==> src/rtl/drc_pkg.sv <==
package drc_pkg;

  // Fixed point format of all positions, directions and distances.
  localparam int FRAC_BITS = 16;
  localparam int ONE_Q     = 1 << FRAC_BITS;

  // Defaults for the top level parameters.
  localparam int MAP_DIM_DEF   = 64;
  localparam int MAX_STEPS_DEF = 128;

  // Field and register widths.
  localparam int POS_W   = 22;
  localparam int VEC_W   = 18;
  localparam int SCR_W   = 13;
  localparam int COL_W   = 12;
  localparam int CELL_W  = 6;
  localparam int PERP_W  = 24;
  localparam int STAT_W  = 2;
  localparam int CAM_W   = 31;
  localparam int RD_W    = 34;
  localparam int DELTA_W = 32;

  localparam logic [SCR_W-1:0] SCREEN_RESET = SCR_W'(640);

  // Configuration register indexes.
  localparam int REG_IDX_W = 3;
  localparam int CFG_DATA_W = POS_W;
  localparam logic [REG_IDX_W-1:0] REG_POS_X   = 3'd0;
  localparam logic [REG_IDX_W-1:0] REG_POS_Y   = 3'd1;
  localparam logic [REG_IDX_W-1:0] REG_DIR_X   = 3'd2;
  localparam logic [REG_IDX_W-1:0] REG_DIR_Y   = 3'd3;
  localparam logic [REG_IDX_W-1:0] REG_PLANE_X = 3'd4;
  localparam logic [REG_IDX_W-1:0] REG_PLANE_Y = 3'd5;
  localparam logic [REG_IDX_W-1:0] REG_SCREEN  = 3'd6;

  // Request kinds carried on tuser.
  localparam logic REQ_WRITE = 1'b0;
  localparam logic REQ_CAST  = 1'b1;

  // Result status codes.
  localparam logic [STAT_W-1:0] ST_HIT   = 2'd0;
  localparam logic [STAT_W-1:0] ST_LEFT  = 2'd1;
  localparam logic [STAT_W-1:0] ST_LIMIT = 2'd2;

  // Input beat layout.
  localparam int IN_W     = 32;
  localparam int I_ROW    = 0;
  localparam int I_COL    = 6;
  localparam int I_WALL   = 12;
  localparam int I_COLUMN = 13;

  // Result beat layout.
  localparam int OUT_W  = 56;
  localparam int O_COL  = 0;
  localparam int O_PERP = 12;
  localparam int O_SIDE = 36;
  localparam int O_ROW  = 37;
  localparam int O_HCOL = 43;
  localparam int O_STAT = 49;

  // Queue between front and back.
  localparam int QUEUE_DEPTH = 2;
  localparam int QP_W = 1;
  localparam int QC_W = 2;

  typedef struct packed {
    logic [POS_W-1:0]        pos_x;
    logic [POS_W-1:0]        pos_y;
    logic signed [VEC_W-1:0] dir_x;
    logic signed [VEC_W-1:0] dir_y;
    logic signed [VEC_W-1:0] plane_x;
    logic signed [VEC_W-1:0] plane_y;
    logic [SCR_W-1:0]        screen_width;
  } cfg_t;

  typedef struct packed {
    logic              req;
    logic [CELL_W-1:0] row;
    logic [CELL_W-1:0] col;
    logic              wall;
    logic [COL_W-1:0]  column;
  } item_t;

  typedef struct packed {
    logic  valid;
    item_t item;
  } head_t;

  typedef struct packed {
    logic pop;
    logic clearing;
  } back_ctl_t;

  typedef struct packed {
    logic [COL_W-1:0]  column;
    logic [PERP_W-1:0] perp;
    logic              side;
    logic [CELL_W-1:0] hit_row;
    logic [CELL_W-1:0] hit_col;
    logic [STAT_W-1:0] status;
  } res_t;

  function automatic logic [RD_W-1:0] abs_rd(logic signed [RD_W-1:0] v);
    return v[RD_W-1] ? RD_W'(-v) : RD_W'(v);
  endfunction

endpackage

==> src/rtl/drc_front.sv <==
module drc_front import drc_pkg::*; #(
  parameter int MAP_DIM = MAP_DIM_DEF
) (
  input  logic            clk,
  input  logic            rst_n,
  input  logic            in_valid,
  output logic            in_ready,
  input  logic [IN_W-1:0] in_data,
  input  logic            in_kind,
  input  back_ctl_t       ctl,
  output head_t           head
);

  item_t           item_in;
  logic            keep;
  logic            push;
  item_t           q_r [QUEUE_DEPTH];
  logic [QP_W-1:0] wp_r;
  logic [QP_W-1:0] rp_r;
  logic [QC_W-1:0] cnt_r;

  // Unpack the beat and drop cell writes that fall outside the map.
  always_comb begin
    item_in.req    = in_kind;
    item_in.row    = in_data[I_ROW +: CELL_W];
    item_in.col    = in_data[I_COL +: CELL_W];
    item_in.wall   = in_data[I_WALL];
    item_in.column = in_data[I_COLUMN +: COL_W];
    keep = (item_in.req == REQ_CAST) ||
           ((int'(item_in.row) < MAP_DIM) && (int'(item_in.col) < MAP_DIM));
  end

  assign in_ready = !ctl.clearing && (cnt_r != QC_W'(QUEUE_DEPTH));
  assign push     = in_valid && in_ready && keep;

  // Short queue toward the back end.
  always_ff @(posedge clk) begin
    if (!rst_n) begin
      wp_r  <= '0;
      rp_r  <= '0;
      cnt_r <= '0;
    end else begin
      if (push) begin
        wp_r <= wp_r + QP_W'(1);
      end
      if (ctl.pop) begin
        rp_r <= rp_r + QP_W'(1);
      end
      if (push && !ctl.pop) begin
        cnt_r <= cnt_r + QC_W'(1);
      end else if (!push && ctl.pop) begin
        cnt_r <= cnt_r - QC_W'(1);
      end
    end
  end

  always_ff @(posedge clk) begin
    if (push) begin
      q_r[wp_r] <= item_in;
    end
  end

  assign head.valid = (cnt_r != '0);
  assign head.item  = q_r[rp_r];

endmodule

==> config.mk <==
export PLATFORM = sky130hd
export DESIGN_NAME = drc_front
export DESIGN_NICKNAME = d
export VERILOG_FILES = /design/src/rtl/drc_pkg.sv /design/src/rtl/drc_front.sv
export SDC_FILE = /design/constraint.sdc
export NUM_CORES = 1
export LEC_CHECK = 0
export BUFFER_PORTS_ARGS = -buffer_cell sky130_fd_sc_hd__buf_2
export CAP_MARGIN = 0
export CELL_PAD_IN_SITES_DETAIL_PLACEMENT = 1
export CELL_PAD_IN_SITES_GLOBAL_PLACEMENT = 1
export CORE_MARGIN = 4
export CORE_UTILIZATION = 40
export CTS_CLUSTER_SIZE = 8
export DETAILED_ROUTE_END_ITERATION = 8
export GPL_TIMING_DRIVEN = 0
export PLACE_DENSITY = 0.85
export SLEW_MARGIN = 10
export SYNTH_ARGS = -nofsm -noshare
export SYNTH_HDL_FRONTEND = slang
export SYNTH_SLANG_ARGS = --single-unit
==> constraint.sdc <==
create_clock -name clk -period 3.6 [get_ports clk]
set_input_delay 0.18 -clock clk [delete_from_list [all_inputs] [get_ports clk]]
set_output_delay 0.18 -clock clk [all_outputs]
set_load 0.01 [all_outputs]
Word level (Yosys, flattened, before mapping)
Memories as Yosys holds them, arrays and structs flattened. A register that Yosys moved wholly into a read port is not among the register bits.
Cells that the tools add are included.
{ "word_totals": {"ff_bits": 4, "ramBits": 52, "in_bits": 38, "word_cells": 24, "memories": 1} }
{ "op_classes": {"addsub": 4, "eq_ne": 1, "n_mux": 6, "n_reduce_logical": 9} }
{ "mem_list": {"columns": ["memory", "depth", "word_bits", "read_ports", "rd_ports_with_merged_regs", "write_ports", "line", "text"], "rows": [
  ["q_r", 2, 26, 1, 1, 1, "drc_front.sv:17", "item_t q_r [QUEUE_DEPTH];"]
]} }
{ "op_table": {"columns": ["cell", "n"], "rows": [
  ["$logic_and A1 B1 Y1", 4],
  ["$mux W1", 4],
  ["$mux W2", 2],
  ["$reduce_bool A2 Y1", 2],
  ["$logic_not A1 Y1", 3],
  ["$add A1 B1 Y1 const B", 2],
  ["$add A2 B1 Y2 const B", 1],
  ["$ne A2 B2 Y1 const B", 1],
  ["$sub A2 B1 Y2 const B", 1]
]} }

Logic depth before layout (Yosys ltp)
Gate-level depths: netlist of the first run.
{ "depth": {"ltp_word": 7, "ltp_mapped": 6, "depth_no_buf": 6} }

Worst setup path before layout of the first run
OpenSTA, ideal clock, no wires.
{ "synth_timing": {"path_type": "register to register", "startpoint": "reg cnt_r[0]", "endpoint": "mem q_r[0][0] (netlist name) (enable)", "setup_time_ns": 0.412, "arrival_ns": 1.929, "required_time_ns": 3.188, "path_slack_ns": 1.259, "stages_incl_launch_ff": 4, "n_path_buf": 0, "synth_period_minus_slack_ns": 2.341, "cell_sequence": "dfxtp_1 -> nor2b_1 -> nor3b_2 -> nor2b_1"} }
{ "synth_between": {"elab_chain_len": 5} }
{ "synth_lines": {"columns": ["element", "line", "text"], "rows": [
  ["from (decl)", "drc_front.sv:20", "logic [QC_W-1:0] cnt_r;"],
  ["from (signal assigned)", "drc_front.sv:50", "cnt_r <= cnt_r + QC_W'(1);"],
  ["from (signal assigned)", "drc_front.sv:52", "cnt_r <= cnt_r - QC_W'(1);"],
  ["$ne A2 B2 Y1", "drc_front.sv:33", "assign in_ready = !ctl.clearing && (cnt_r != QC_W'(QUEUE_DEPTH));"],
  ["$logic_and A1 B1 Y1", "drc_front.sv:33", null],
  ["$logic_and A1 B1 Y1", "drc_front.sv:34", "assign push = in_valid && in_ready && keep;"],
  ["$mux W1", "drc_front.sv:58", "if (push) begin"],
  ["$mux W1 (not written as such)", "drc_front.sv:59", "q_r[wp_r] <= item_in;"],
  ["to (decl)", "drc_front.sv:17", null]
]} }
No other way between the ends.

Worst setup path in the final report of the first run
{ "layout_timing": {"startpoint": "reg cnt_r[0]", "endpoint": "mem q_r[0][8] (netlist name) (enable)"} }
The elaborated chain is that of the path after synthesis.

==> out/qor.yml, run 1 <==
die_w_um: 80.7
fill_cells: 511
drv_cap: 0
start_kind: "flip-flop"
clkTransAtPathRegs_ns: 0.06
synth.avg_cell_area_um2: 20.0
start_util_pct: 41.4
cts_tree: "yes"
dr.pass1.iters: 6
stdcell_area_um2: 2660
clock_latency_ns: 0.32
io_buffer_count: 58
drive_gt1_share_pct: 57.2
clockRootBuffer: "clkbuf_8"
synthesis.area_um2: 2120
ys_seq_elements: 57
ys_seq_area_share_pct: 78.5
syn-num-nets: 145
synth_ff_type: "edfxtp_1"
ff_latch_area_um2: 1660
die-height_um: 80.7
cp_data_arrival_time_ns: 1.87
power_density_nw_per_um2: 532
numCtsBuffers: 9
hold_viol: 0
status: "finished, final reports clean"
cts_hold_buf: 0
path_class: "flip-flop to flip-flop"
synth_cells: 106
drc: 0
synth_async_sr_flop_share_pct: 0
area_growth_pct: 25.5
yosys_warnings: 0
antenna_found_initial: 0
io_pins: 66
drt_wl_total_mm: 4.01
worst_pin_slew_ns: 0.794
slew_headroom_pct: 47.0
gp_congestion: 0.721
fin_skew_ns: 0.00450
peakVddDrop_uv: 286
placementRows: 26
cp-end-kind: "flip-flop"
final_cell_count_no_fill: 250
via_per_inst: 4.70
power.leakage_uw: 0.00101
ant_nets: 0
slew_viol_final: 0
worstPathRequired_ns: 3.55
cts_max_level: 3
fin_nets: 214
final.setup.tns_ns: 0
core-area_um2: 5110
grt_pass1_vias: 1316
dp.cells: 234
timing.fmax_mhz: 520
rsz0062_at_grt: "no"
cts_sinks: 57
post_cts_buffers: 0
hp-class: "primary input to flip-flop"
fin_crit_sh_pct: 53.4
synth_edf_count: 52
synth_area_leaders: "edfxtp_1 (74%), mux2_2 (14%), dfxtp_1 (4.7%)"
dpl_cell_area_um2: 2500
gr-total-overflow: 0
post_drt_wl_per_cell_um: 16.0
grt_pass1_wl_mm: 6.14
drtIter0Drc: 36
ys_types: 20
path_max_fanout: 26
multi_input_area_um2: 439
grt_max_degree: 27
fin_crit_ns: 1.92
netlist.area_leader.share_pct: 73.8
grt_usage_pct: 13.4
cts_resized: 0
setup_violations: 0
vias: 1174
clockBufferDepth: 2
yosys.area.top_type: "edfxtp_1"
die_area_um2: 6520
post-dp-hpwl_mm: 2.83
antenna_cells: 0
==> per-layer routing <==
metal / vias up / GRT usage [%] / part of all wire, %
li1: 542 / - / -
met1: 588 / 12.3 / 37
met2: 40 / 24.5 / 55
met3: 4 / 4.99 / 6.8
met4: 0 / 8.61 / 1.4
met5: - / 0 / 0
==> per-stage QoR <==
stage | hold slack [ns] | setup slack, ns | utilization, % | total power (uW)
after floorplan | 0.279 | 1.26 | - | 884
after global placement | 0.367 | 0.652 | 48.8 | 947
after detailed placement | 0.372 | 1.34 | 49.0 | 961
after CTS | 0.0188 | 1.32 | 52.0 | 1440
after global routing | 0.0231 | 1.56 | 52.0 | 1480
final | 0.0442 | 1.68 | 52.0 | 1410
==> cell type report <==
cell class,instances,area share (%)
Clock inverter,5,0.848
Tap cell,70,3.30
Sequential cell,57,62.6
Buffer,3,0.754
Timing Repair Buffer,58,10.9
Clock buffer,11,4.95
Multi-Input combinational cell,45,16.5
Inverter,1,0.141
==> synth_stat cells, types with 2 or more instances <==
cell type and number:
buf_4 2, xor2_1 2, nor2b_1 2, mux2_2 26, dfxtp_1 5, and2_1 4, edfxtp_1 52
==> cell usage in the layout, fill, tap and decap left out, types with 2 or more instances in the layout <==
master and instances:
clkinv_1 2, mux2_2 26, and2_1 3, dfxtp_1 5, clkbuf_8 9, buf_4 2
edfxtp_1 52, xor2_1 2, clkinv_2 3, clkbuf_1 2, buf_2 59
==> registers in the layout, indices dropped and copies added, names as in the netlist, named ones only <==
register	cells
cnt_r	2
rp_r	1
q_r	52
wp_r	1
==> critical path, stage by stage (launching register included) <==
cell,delay (ns)
dfxtp_1,0.40
nor2b_1,0.09
nor3b_2,0.31
nor2b_4,0.74
==> power breakdown <==
part | leakage, uW | total (uW) | internal (uW) | switching (uW)
registers | 0.000518 | 774 | 762 | 12.4
logic | 0.000413 | 168 | 82.8 | 85.5
clock network | 0.0000819 | 471 | 241 | 229
==> worst paths after layout <==
check / startpoint / end / slack, ns / depth (start not counted)
hold reg to reg: cnt_r[1] / cnt_r[1] / 0.53 / 2
hold / removal: in_data[7] / q_r[0][14] / 0.04 / 1
setup / recovery: cnt_r[0] / q_r[0][8] / 1.68 / 3
setup reg to reg: cnt_r[0] / q_r[0][8] / 1.68 / 3
==> logic make-up (layout without fill, tap and decap cells) <==
group           count (synthesis)  after routing  share of synthesized area (%)
mux                            27             27                           14.3
compound gates                  2              2                          0.591
flops                          57             57                           78.5
fa+ha+maj                       1              1                          0.591
simple gates                   12             12                           3.61
xor+xnor                        3              3                           1.24
buf+inv                         4             78                           1.12
Note: power is estimated with default switching activity, not from simulation.
==> inputs of run 2 (changes only) <==
- ABC_AREA: not set -> 1
- clock period: 3.6 -> 1.9 ns (I/O delays scaled with it)
==> out/qor.yml, run 2 <==
status: "finished, final reports clean"
grt_pass1_vias: 1406  # +6.8%
numCtsBuffers: 9  # unchanged
largest_reg_flops: 52  # unchanged
synth_cells: 121  # +14%
synth_ff_type: "edfxtp_1"
fin_crit_ns: 1.68  # -0.242 ns
cp_data_arrival_time_ns: 1.63  # -0.24 ns
io_pins: 66  # unchanged
antenna_cells: 0  # unchanged
die_w_um: 82.7  # +2.4%
drv_cap: 0  # unchanged
synth-simple-area-share_pct: 3.70  # +0.092 points
start_util_pct: 42.4  # +0.93 points
worst_pin_slew_ns: 0.766  # -0.0279 ns
dpl_cell_area_um2: 2620  # +4.7%
rsz0062_at_grt: "no"
syn-num-nets: 160  # +10%
cts_sinks: 57  # unchanged
gr-total-overflow: 0  # unchanged
grt_usage_pct: 14.0  # +0.63 points
area_growth_pct: 36.9
clockBufferDepth: 2  # unchanged
grt_pass1_wl_mm: 6.59  # +7.3%
drc: 0  # unchanged
die-height_um: 82.7  # +2.4%
synthXorXnorAreaFrac_pct: 0  # -1.2 points
ys_seq_area_share_pct: 74.4  # -4.1 points
cts_max_level: 3  # unchanged
dr.pass1.iters: 4  # -2
yosys-top-cells-count: "edfxtp_1 (52), mux2_4 (20), inv_1 (11), nand2_1 (10)"
placementRows: 26  # unchanged
fin_skew_ns: 0.00769  # +0.00318 ns
grt_max_degree: 27  # unchanged
synth_most_common_cell: "edfxtp_1"
path_max_fanout: 26  # unchanged
power_uw: 2810  # +99%
post_drt_wl_per_cell_um: 15.3  # -4.3%
vias: 1309  # +11%
hp-class: "primary input to flip-flop"
timing.fmax_mhz: 595  # +14%
drive_gt1_share_pct: 45.9  # -11 points
slew_viol_final: 0  # unchanged
final.setup.tns_ns: 0  # unchanged
gp_congestion: 0.666  # -7.6%
hold_viol: 0  # unchanged
die_area_um2: 6840  # +4.9%
worstReg2RegStart: "cnt_r[0]"
cts_tree: "yes"
clock_latency_ns: 0.32  # about the same
mostFrequentLayoutCell: "buf_2"
ys_types: 14  # -30%
reg2reg_slack_ns: 0.22  # -1.46 ns
synth_edf_count: 52  # unchanged
synth_async_sr_flop_share_pct: 0  # unchanged
antenna_found_initial: 0  # unchanged
ant_nets: 0  # unchanged
synth-adder-area-share_pct: 0.561  # -0.031 points
fin_nets: 255  # +19%
hold_path_startpoint: "rst_n"
grt_util_met3_pct: 4.88  # -0.11 points
clkTransAtPathRegs_ns: 0.06  # about the same
final_cell_count_no_fill: 290  # +16%
synth_area_leaders: "edfxtp_1 (70%), mux2_4 (13%), dfxtp_1 (4.5%)"
busiest_layer: "met2"
peakVddDrop_uv: 538  # +88%
drtIter0Drc: 40  # +11%
netlist.area_leader.share_pct: 70.0  # -3.8 points
hold_ws_ns: 0.0326  # -0.0116 ns
power.leakage_uw: 0.00125  # +23%
reg_top3: "q_r x52, cnt_r x2"
worstPathRequired_ns: 1.85  # -1.70 ns
via_per_inst: 4.51  # -3.9%
synth.avg_cell_area_um2: 18.4  # -7.6%
io_buffer_count: 58  # unchanged
dp.cells: 249  # +6.4%
clockRootBuffer: "clkbuf_8"
synth-compound-area-share_pct: 0.673  # +0.081 points
setup_violations: 0  # unchanged
largest-register: "q_r"
cp-end-kind: "flip-flop"
power_density_nw_per_um2: 920  # +73%
rr_endpoint: "q_r[0][19]"
drt_wl_total_mm: 4.45  # +11%
synth_top_family_by_area: "multiplexers"
fin_crit_sh_pct: 88.5  # +35 points
use_met1_pct: 13.8  # +1.5 points
post-dp-hpwl_mm: 2.92  # +3.2%
stdcell_area_um2: 3060  # +15%
path_class: "flip-flop to flip-flop"
yosys_warnings: 0  # unchanged
grt.met2_usage_pct: 25.4  # +0.90 points
reg2reg_depth: 4  # +1
endpoint: "q_r[0][19]"
core-area_um2: 5270  # +3.2%
final_cell_mix: "buf_2 (58), edfxtp_1 (52), dlygate4sd3_1 (26)"
ys_seq_elements: 57  # unchanged
yosys.area.top_type: "edfxtp_1"
start_kind: "flip-flop"
synthesis.area_um2: 2230  # +5.5%
yosys-mux-area-fraction_pct: 16.5  # +2.2 points
slew_headroom_pct: 48.8  # +1.9 points
startpoint: "cnt_r[0]"
[run 2: changes by cell type after synthesis, moves of 4 or more]
cell / before / now
inv_1: 1 / 11
mux2_4: 0 / 20
mux2_2: 26 / 6
nand2_1: 1 / 10
nor2_1: 1 / 6
and2_1: 4 / 0
[run 2: worst max-delay path, stage by stage, from the launching register on]
cell	delay (ns)
dfxtp_1	0.33
inv_1	0.10
nand2_1	0.09
nand3_1	0.15
nor2_4	0.63
[run 2: final cells by class]
cell class              count  area, um^2
inverters                  11        45.0
fillers                   532        2210
multi-input cells          50         485
flip-flops and latches     57        1660
repair buffers             84         551
clock inverters             5        47.5
plain buffers               3        51.3
well taps                  70        87.6
clock buffers              10         128
[run 2: cells by family (layout without fill, tap and decap cells)]
logic type                 count (synthesis)  count (layout)
adders and majority gates                  1               1
DFF                                       57              57
AOI/OAI and AO/OA                          3               3
buffers and inverters                     14             113
and+or+nand+nor                           20              20
muxes                                     26              26
[run 2: how the worst min path moves through the flow]
stage | slack, ns | depth (start not counted) | endpoint
finish | 0.03 | 3 | cnt_r[1]
detailed placement | 0.29 | 1 | q_r[0][10]
global placement | 0.28 | 1 | q_r[0][25]
global route | 0.03 | 3 | wp_r
floorplan | 0.19 | 0 | q_r[0][0]
CTS | 0.02 | 3 | cnt_r[1]
[run 2: metrics by stage]
stage | utilization [%] | setup WS, ns
floorplan | - | 0.231
global route | 58.0 | 0.0497
CTS | 57.9 | 0.0666
global placement | 49.6 | -0.178
detailed placement | 49.7 | 0.0845
finish | 58.0 | 0.219
[run 2: metal layers]
layer	wire [um]	vias to the layer above
met5	0	-
met4	75	0
met3	274	6
met2	2430	42
met1	1670	630
li1	-	631
[run 2: what timing repair did]
action                                 CTS  global route
hold buffers                            26             0
resized for setup                        0             1
setup endpoints to repair                0            26
setup buffers                            0             0
endpoints found under the hold margin   52             0
[run 2: where the power goes]
group | internal [uW] | leakage, uW | switching [uW]
registers | 1430 | 0.000517 | 18.8
clock network | 584 | 0.0000910 | 429
logic | 187 | 0.000640 | 162
==> inputs of run 3 (changes only) <==
- BUFFER_PORTS_ARGS: -buffer_cell sky130_fd_sc_hd__buf_2 -> not set
- CELL_PAD_IN_SITES_DETAIL_PLACEMENT: 1 -> 0
- CELL_PAD_IN_SITES_GLOBAL_PLACEMENT: 1 -> 2
- DONT_BUFFER_PORTS: not set -> 1
- PLACE_DENSITY: 0.85 -> 0.81
==> out/qor.yml, run 3 (synthesis gave the netlist of run 2 again) <==
status: "finished, final reports clean"
fill_cells: 446  # -16%
slew_viol_final: 0  # unchanged
dr_wl_met3_um: 227  # -17%
worstReg2RegStart: "cnt_r[0]"
drv_cap: 0  # unchanged
start_kind: "flip-flop"
final.setup.tns_ns: 0  # unchanged
grt_usage_pct: 12.3  # -1.7 points
timing.fmax_mhz: 594  # about the same
hold_viol: 0  # unchanged
post-dp-hpwl_mm: 2.46  # -16%
path_max_fanout: 26  # unchanged
min_path_cells: 3  # unchanged
clkTransAtPathRegs_ns: 0.06  # about the same
io_buffer_count: 0  # -100%
reg2reg_depth: 4  # unchanged
min_to: "cnt_r[0]"
dr.pass1.iters: 4  # unchanged
drc: 0  # unchanged
reg2reg_slack_ns: 0.22  # about the same
antenna_cells: 0  # unchanged
setup_violations: 0  # unchanged
peakVddDrop_uv: 504  # -6.3%
fin_crit_ns: 1.68  # +0.00107 ns
hp-class: "primary input to flip-flop"
highest_layer: "met4"
grt_pass1_vias: 1166  # -17%
largest_reg_flops: 52  # unchanged
final_cell_mix: "edfxtp_1 (52), dlygate4sd3_1 (28), mux2_4 (20)"
clockRootBuffer: "clkbuf_8"
reg_top3: "q_r x52, cnt_r x2"
cts_max_level: 3  # unchanged
worst_pin_slew_ns: 0.774  # +0.00828 ns
die_w_um: 82.7  # unchanged
power.leakage_uw: 0.00101  # -19%
fin_crit_sh_pct: 88.5  # about the same
slew_headroom_pct: 48.3  # -0.55 points
mostFrequentLayoutCell: "edfxtp_1"
clockBufferDepth: 2  # unchanged
dpl_cell_area_um2: 2330  # -11%
grt_max_degree: 27  # unchanged
hold_ws_ns: 0.0804  # +0.0478 ns
fin_skew_ns: 0.00510  # -0.00259 ns
setup_ws_ns: 0.218  # -0.00107 ns
hold_path_startpoint: "ctl[1]"
cts_sinks: 57  # unchanged
post_drt_wl_per_cell_um: 16.0  # +4.5%
die_area_um2: 6840  # unchanged
drive_gt1_share_pct: 26.1  # -20 points
cts_tree: "yes"
drtIter0Drc: 41  # +2.5%
worstPathRequired_ns: 1.85  # about the same
clock_latency_ns: 0.32  # about the same
gr-total-overflow: 0  # unchanged
wl_met2_mm: 2.06  # -15%
placementRows: 26  # unchanged
stdcell_area_um2: 2770  # -9.5%
numCtsBuffers: 9  # unchanged
die-height_um: 82.7  # unchanged
dp_slack_ns: 0.0816  # -0.00297 ns
area_growth_pct: 24.0
rsz0062_at_grt: "no"
path_class: "flip-flop to flip-flop"
wl_met1_mm: 1.36  # -18%
io_pins: 66  # unchanged
rr_endpoint: "q_r[0][7]"
power_density_nw_per_um2: 945  # +2.7%
core-area_um2: 5270  # unchanged
antenna_found_initial: 0  # unchanged
cp-end-kind: "flip-flop"
fin_nets: 199  # -22%
cp_data_arrival_time_ns: 1.63  # about the same
via_per_inst: 4.74  # +4.9%
largest-register: "q_r"
gp_congestion: 0.708  # +6.4%
ant_nets: 0  # unchanged
start_util_pct: 42.4  # unchanged
drt_wl_total_mm: 3.77  # -15%
vias: 1113  # -15%
grt_pass1_wl_mm: 5.63  # -15%
[run 3: layout make-up]
class	count	area, um^2	area share, %
Buffer	3	51.3	1.85
Clock buffer	13	139	5.02
Clock inverter	3	17.5	0.633
Inverter	11	45.0	1.63
Multi-Input combinational cell	50	485	17.5
Timing Repair Buffer	28	280	10.1
Sequential cell	57	1660	60.0
Tap cell	70	87.6	3.16
[run 3: per-layer routing]
| layer | GRT usage, % | up-vias |
|---|---|---|
| met3 | 3.80 | 11 |
| met1 | 11.3 | 534 |
| met2 | 22.2 | 46 |
| met5 | 0 | - |
| met4 | 9.31 | 0 |
| li1 | - | 522 |
[run 3: worst max-delay path: stages, from the launching register on]
cell and delay (ns):
dfxtp_1 0.33, inv_1 0.09, nand2_1 0.10, nand3_1 0.15, nor2_4 0.63
[run 3: stage by stage]
stage               utilization [%]  cells  power (uW)
detailed placement             44.2    191        1710
finish                         52.5    235        2620
floorplan                         -    121        1660
global placement               44.1    191        1690
global route                   52.5    235        2760
CTS                            52.4    235        2660
[run 3: power breakdown]
| part | total (uW) | internal [uW] | switching (uW) |
|---|---|---|---|
| combinational | 276 | 138 | 138 |
| sequential | 1450 | 1430 | 18.6 |
| clock | 890 | 469 | 420 |
[run 3: how the worst max path moves through the flow]
stage / startpoint / endpoint / slack [ns] / cells after the start
3_5_place_dp: cnt_r[0] / q_r[1][21] / 0.08 / 4
6_report: cnt_r[0] / q_r[0][7] / 0.22 / 4
3_3_place_gp: cnt_r[0] / q_r[0][15] / -0.13 / 4
5_1_grt: cnt_r[0] / q_r[0][1] / 0.08 / 4
2_1_floorplan: cnt_r[0] / q_r[0][0] / 0.23 / 4
4_1_cts: cnt_r[0] / q_r[1][1] / 0.06 / 4
[run 3: repair_timing]
action,4_1_cts,5_1_grt
endpoints found under the hold margin,57,0
buffers inserted,0,0
setup endpoints to repair,0,26
gates resized for setup,0,1
hold buffers,28,0
